==> config.mk <==
export PLATFORM = sky130hd
export DESIGN_NAME = cau_div_pipe
export DESIGN_NICKNAME = d
export VERILOG_FILES = /design/src/rtl/cau_pkg.sv /design/src/rtl/cau_div_pipe.sv
export SDC_FILE = /design/constraint.sdc
export NUM_CORES = 2
export LEC_CHECK = 0
export BUFFER_PORTS_ARGS = -buffer_cell sky130_fd_sc_hd__buf_4
export CORE_ASPECT_RATIO = 0.5
export CORE_UTILIZATION = 69
export CTS_CLUSTER_SIZE = 8
export DETAILED_ROUTE_END_ITERATION = 8
export PLACE_DENSITY_LB_ADDON = 0.12
export SETUP_SLACK_MARGIN = 0.5
export SYNTH_ARGS = -nofsm -noshare
export SYNTH_HDL_FRONTEND = slang
export SYNTH_SLANG_ARGS = --single-unit
==> constraint.sdc <==
create_clock -name clock -period 9.9 [get_ports clock]
set_clock_uncertainty 0.2 [all_clocks]
set_input_delay 0 -clock clock [delete_from_list [all_inputs] [get_ports clock]]
set_output_delay 0 -clock clock [all_outputs]
set_load 0.01 [all_outputs]
==> src/rtl/cau_pkg.sv <==
`default_nettype none
// ----------------------------------------------------------------------------
// cau_pkg
// Shared constants, operation codes and the control word that travels with
// each item through the complex arithmetic pipeline.
// ----------------------------------------------------------------------------
package cau_pkg;

   localparam int DataWidthDef = 16;
   localparam int FracBitsDef  = 8;
   localparam int CmdWidth     = 3;

   typedef enum logic [CmdWidth-1:0] {
      CMD_ADD = 3'd0,
      CMD_SUB = 3'd1,
      CMD_MUL = 3'd2,
      CMD_DIV = 3'd3,
      CMD_EQ  = 3'd4,
      CMD_NE  = 3'd5
   } cmd_type;

   typedef struct packed {
      logic is_div;
      logic div_zero;
      logic neg_re;
      logic neg_im;
      logic ovf_re;
      logic ovf_im;
      logic saturated;
      logic compare_true;
   } ctl_type;

endpackage
`default_nettype wire

==> src/rtl/cau_div_pipe.sv <==
`default_nettype none
// ----------------------------------------------------------------------------
// cau_div_pipe
// Pipelined restoring divider, one quotient bit per stage, real and
// imaginary quotients side by side; other results ride along unchanged.
// ----------------------------------------------------------------------------
module cau_div_pipe
   import cau_pkg::*;
#(
   parameter int DATA_WIDTH = DataWidthDef,
   parameter int FRAC_BITS  = FracBitsDef,
   localparam int NumWidth  = 2*DATA_WIDTH+1+FRAC_BITS,
   localparam int QWidth    = DATA_WIDTH+1
) (
   input  logic                    clock,
   input  logic                    reset,
   input  logic                    enable,
   input  logic                    in_valid,
   input  ctl_type                 in_ctl,
   input  logic [DATA_WIDTH-1:0]   in_re,
   input  logic [DATA_WIDTH-1:0]   in_im,
   input  logic [NumWidth-1:0]     in_num_re,
   input  logic [NumWidth-1:0]     in_num_im,
   input  logic [2*DATA_WIDTH-1:0] in_den,
   output logic                    out_valid,
   output ctl_type                 out_ctl,
   output logic [DATA_WIDTH-1:0]   out_re,
   output logic [DATA_WIDTH-1:0]   out_im,
   output logic [QWidth-1:0]       out_q_re,
   output logic [QWidth-1:0]       out_q_im
);

   localparam int W        = DATA_WIDTH;
   localparam int Stages   = W+1;
   localparam int CmpWidth = 3*W+2;

   logic                v_ff   [Stages];
   ctl_type             ctl_ff [Stages];
   logic [W-1:0]        re_ff  [Stages];
   logic [W-1:0]        im_ff  [Stages];
   logic [NumWidth-1:0] nre_ff [Stages];
   logic [NumWidth-1:0] nim_ff [Stages];
   logic [2*W-1:0]      den_ff [Stages];
   logic [QWidth-1:0]   qre_ff [Stages];
   logic [QWidth-1:0]   qim_ff [Stages];

   for (genvar j = 0; j < Stages; j++) begin : g_stage
      localparam int Bit = W - j;

      logic                v_prev;
      ctl_type             ctl_prev;
      logic [W-1:0]        re_prev, im_prev;
      logic [NumWidth-1:0] nre_prev, nim_prev, nre_in, nim_in;
      logic [2*W-1:0]      den_prev;
      logic [QWidth-1:0]   qre_prev, qim_prev, qre_in, qim_in;
      logic [CmpWidth-1:0] dsh;
      logic                ge_re, ge_im;

      if (j == 0) begin : g_head
         assign v_prev   = in_valid;
         assign ctl_prev = in_ctl;
         assign re_prev  = in_re;
         assign im_prev  = in_im;
         assign nre_prev = in_num_re;
         assign nim_prev = in_num_im;
         assign den_prev = in_den;
         assign qre_prev = '0;
         assign qim_prev = '0;
      end else begin : g_link
         assign v_prev   = v_ff[j-1];
         assign ctl_prev = ctl_ff[j-1];
         assign re_prev  = re_ff[j-1];
         assign im_prev  = im_ff[j-1];
         assign nre_prev = nre_ff[j-1];
         assign nim_prev = nim_ff[j-1];
         assign den_prev = den_ff[j-1];
         assign qre_prev = qre_ff[j-1];
         assign qim_prev = qim_ff[j-1];
      end

      always_comb begin
         dsh    = CmpWidth'(den_prev) << Bit;
         ge_re  = CmpWidth'(nre_prev) >= dsh;
         ge_im  = CmpWidth'(nim_prev) >= dsh;
         nre_in = ge_re ? NumWidth'(CmpWidth'(nre_prev) - dsh) : nre_prev;
         nim_in = ge_im ? NumWidth'(CmpWidth'(nim_prev) - dsh) : nim_prev;
         qre_in = qre_prev | (QWidth'(ge_re) << Bit);
         qim_in = qim_prev | (QWidth'(ge_im) << Bit);
      end

      always_ff @(posedge clock) begin
         if (reset) begin
            v_ff[j] <= 1'b0;
         end else if (enable) begin
            v_ff[j] <= v_prev;
         end
      end

      always_ff @(posedge clock) begin
         if (enable) begin
            ctl_ff[j] <= ctl_prev;
            re_ff[j]  <= re_prev;
            im_ff[j]  <= im_prev;
            nre_ff[j] <= nre_in;
            nim_ff[j] <= nim_in;
            den_ff[j] <= den_prev;
            qre_ff[j] <= qre_in;
            qim_ff[j] <= qim_in;
         end
      end
   end

   assign out_valid = v_ff[Stages-1];
   assign out_ctl   = ctl_ff[Stages-1];
   assign out_re    = re_ff[Stages-1];
   assign out_im    = im_ff[Stages-1];
   assign out_q_re  = qre_ff[Stages-1];
   assign out_q_im  = qim_ff[Stages-1];

endmodule
`default_nettype wire

==> metrics.yaml <==
status: "complete, no violations"
fin_nets: 14464
portBuffers: 232
cp_slowest_cell: "o31ai_1"
gp_congestion: 1.016
dpl.hpwl_mm: 266.5
crit_path_cell_trace: "dlygate4sd3_1 > buf_4 > dlygate4sd3_1 > ha_1 > fa_1 > nor2b_1 > o2111ai_1 > o21ai_1 > o22ai_1 > o31ai_1 > o41ai_2 > o31ai_1 > a211oi_1 > o21ai_2 > buf_4 > mux2_2 > dlygate4sd3_1"
cap_viol_max_count: 0
grt.total_usage_pct: 36.69
max_slew.worst_pin.slew_ps: 1330
grt.busiest_layer: "met2"
fillers: 11978
syn_area_um2: 150300
ys.flop_type: "edfxtp_1"
syn_nets: 13702
instances_no_fill: 16145
synth_cell_types: 95
globalRouteMet2Util_pct: 61.39
synthArstFlopShare_pct: 0
setup-tns-final_ps: 0
clk_latency_ps: 950
arrival_ps: 6520
die_y_um: 332
routed_via_density: 6.657
crit_buf_inv: 5
critPathKind: "input port to register"
critPathMaxStageDelay_ps: 700
cts_hold_buf: 354
hold_class: "input port to register"
startpoint_type: "input port"
grt_pass1_vias: 108316
grt_pass1_wl_mm: 620.6
drcViolationCount: 0
crit_path_max_fanout: 26
start_util_pct: 69.85
yosysTopAreaCell: "edfxtp_1"
drtIter0Drc: 13205
fin_crit_sh_pct: 61.34
crit_required_ps: 10350
leakage_nw: 66.78
rsz0062_at_grt: "false"
hold_viol_final: 0
synth_seq_cells: 2827
max_freq_mhz: 164.7
p_per_area_nw_per_um2: 255.7
htreeDepth: 5
setup_viol: 0
synth_cells: 12480
clk_pin_slew_ps: 100
period_needed_ps: 6073
synth_common_cells: "edfxtp_1 (2,827), a21oi_1 (1,059), ha_1 (1,032), inv_1 (800)"
syn_to_final_growth_pct: 12.70
core_area_um2: 215200
dr.pass1.iters: 9
cts_tree: "yes"
dp_cells: 15357
met3_usage_pct: 7.140
syn_area_per_cell_um2: 12.04
post-cts-setup-buffer-count: 0
synth_edf_count: 2827
fp-row-count: 120
use_met1_pct: 43.18
dieArea_um2: 219800
slew_violations: 0
yosys-top-cells-area: "edfxtp_1 (56%), ha_1 (8.6%), a21oi_1 (3.5%)"
cts_root_buf: "clkbuf_16"
peakVddDrop_mv: 0.1588
seq_area_frac_synth_pct: 56.49
drive_gt1_share_pct: 9.852
numClockSinks: 2827
relSlewSlack_pct: 10.51
wl_per_cell_um: 25.27
end_kind: "register"
antenna_found_initial: 17
synth_top_area_share_pct: 56.49
yosys_warnings: 0
grt_max_degree: 203
crit_top_cell: "dlygate4sd3_1"
cts-resized-gates: 0
pin_count: 233
numCtsBuffers: 395
synth.most_common_cell: "edfxtp_1"
clock_path_buffers: 4
wl_mm: 408.0
dieWidth_um: 662.0
globalRoute.totalOverflow: 0
worst_path_dominant_cell_family: "compound AO/OA/AOI/OAI gates"
vias: 107479
antenna_left: 0
[cell usage in the layout (no fill, tap or decap), types with 115 or more instances in the layout]
| master | instances |
|---|---|
| nor3_1 | 165 |
| mux2_2 | 447 |
| a21o_1 | 547 |
| nand2b_1 | 115 |
| nand4_1 | 171 |
| inv_1 | 800 |
| nor2_1 | 756 |
| ha_1 | 1032 |
| buf_4 | 294 |
| clkbuf_16 | 396 |
| xnor2_1 | 525 |
| dlygate4sd3_1 | 354 |
| nand2_1 | 760 |
| nor2b_1 | 158 |
| nand3_1 | 195 |
| edfxtp_1 | 2827 |
| xor2_1 | 333 |
| o21a_1 | 165 |
| a21oi_1 | 1058 |
| o21ai_0 | 683 |
[power by group]
part	total [mW]	switching, mW	internal (mW)
Sequential	17.2	1.34	15.8
Clock	12.2	5.10	7.06
Combinational	14.0	8.16	5.83
Total	43.3	14.6	28.7
[cell type report]
class	instances	area, µm²	share of cell area, %
tap	2867	3587	2.118
timing repair buffer	660	5983	3.533
sequential	2827	84890	50.12
antenna	11	27.53	0.01625
clock inverter	24	568.0	0.3354
multi-input combinational	8556	61390	36.24
inverter	802	3010	1.777
clock buffer	398	9917	5.855
[per-stage QoR]
stage          util (%)  total power [mW]  setup WS [ps]  instance area (µm²)  hold slack, ps
6_report          78.72             43.31           3827               169400           20.74
5_1_grt           78.71             45.20           4027               169400           81.94
4_1_cts           78.70             42.79           4823               169300           70.21
3_5_place_dp      72.18             30.48           4933               155300          -20.47
3_3_place_gp      72.18             30.08           5065               155300          -21.73
2_1_floorplan         -             26.71           6091               150300          -101.1
[kinds of logic (layout without fill, tap and decap cells)]
group | Yosys count | in the layout | share of synthesized area [%]
AOI/OAI and AO/OA | 3306 | 3306 | 13.87
xor gates and xnor gates | 858 | 858 | 5.000
adders and majority gates | 1064 | 1064 | 9.018
buffers and inverters | 1097 | 1884 | 2.790
DFF | 2827 | 2827 | 56.49
muxes | 491 | 491 | 3.642
other | 0 | 11 | 0
and+or+nand+nor | 2837 | 2837 | 9.191
[metal layers]
metal	up-vias	wire length [µm]
li1	48263	-
met1	50513	148200
met2	6788	193400
met3	1907	34160
met4	8	32160
met5	-	43
[path summary, 6_finish.rpt]
| check | from | endpoint | slack [ps] | cells after the start |
|---|---|---|---|---|
| max | in_den[0] | nre_ff[0][19]$_DFFE_PP_ | 3830 | 17 |
| max reg2reg | nim_ff[0][14]$_DFFE_PP_ | nim_ff[0][58]$_DFFE_PP_ | 4430 | 10 |
| min | enable | im_ff[1][31]$_DFFE_PP_ | 20 | 2 |
| min reg2reg | re_ff[0][65]$_DFFE_PP_ | re_ff[0][81]$_DFFE_PP_ | 180 | 0 |
[registers in the layout, summed over array words and instances, names as in the netlist]
register / flops
qre_ff: 153
ctl_ff: 136
re_ff: 272
nre_ff: 656
qim_ff: 153
nim_ff: 656
im_ff: 272
v_ff: 17
den_ff: 512
[worst reg2reg max path, cell delays in order (launching register included)]
cell and delay, ps:
edfxtp_1 460, nor2_1 730, nand3_1 740, nor4_1 630
buf_4 310, a41oi_1 280, nand2_1 150, a211oi_1 80
nor3_2 580, buf_4 510, mux2_2 460
(Power assumes the default switching activity.)
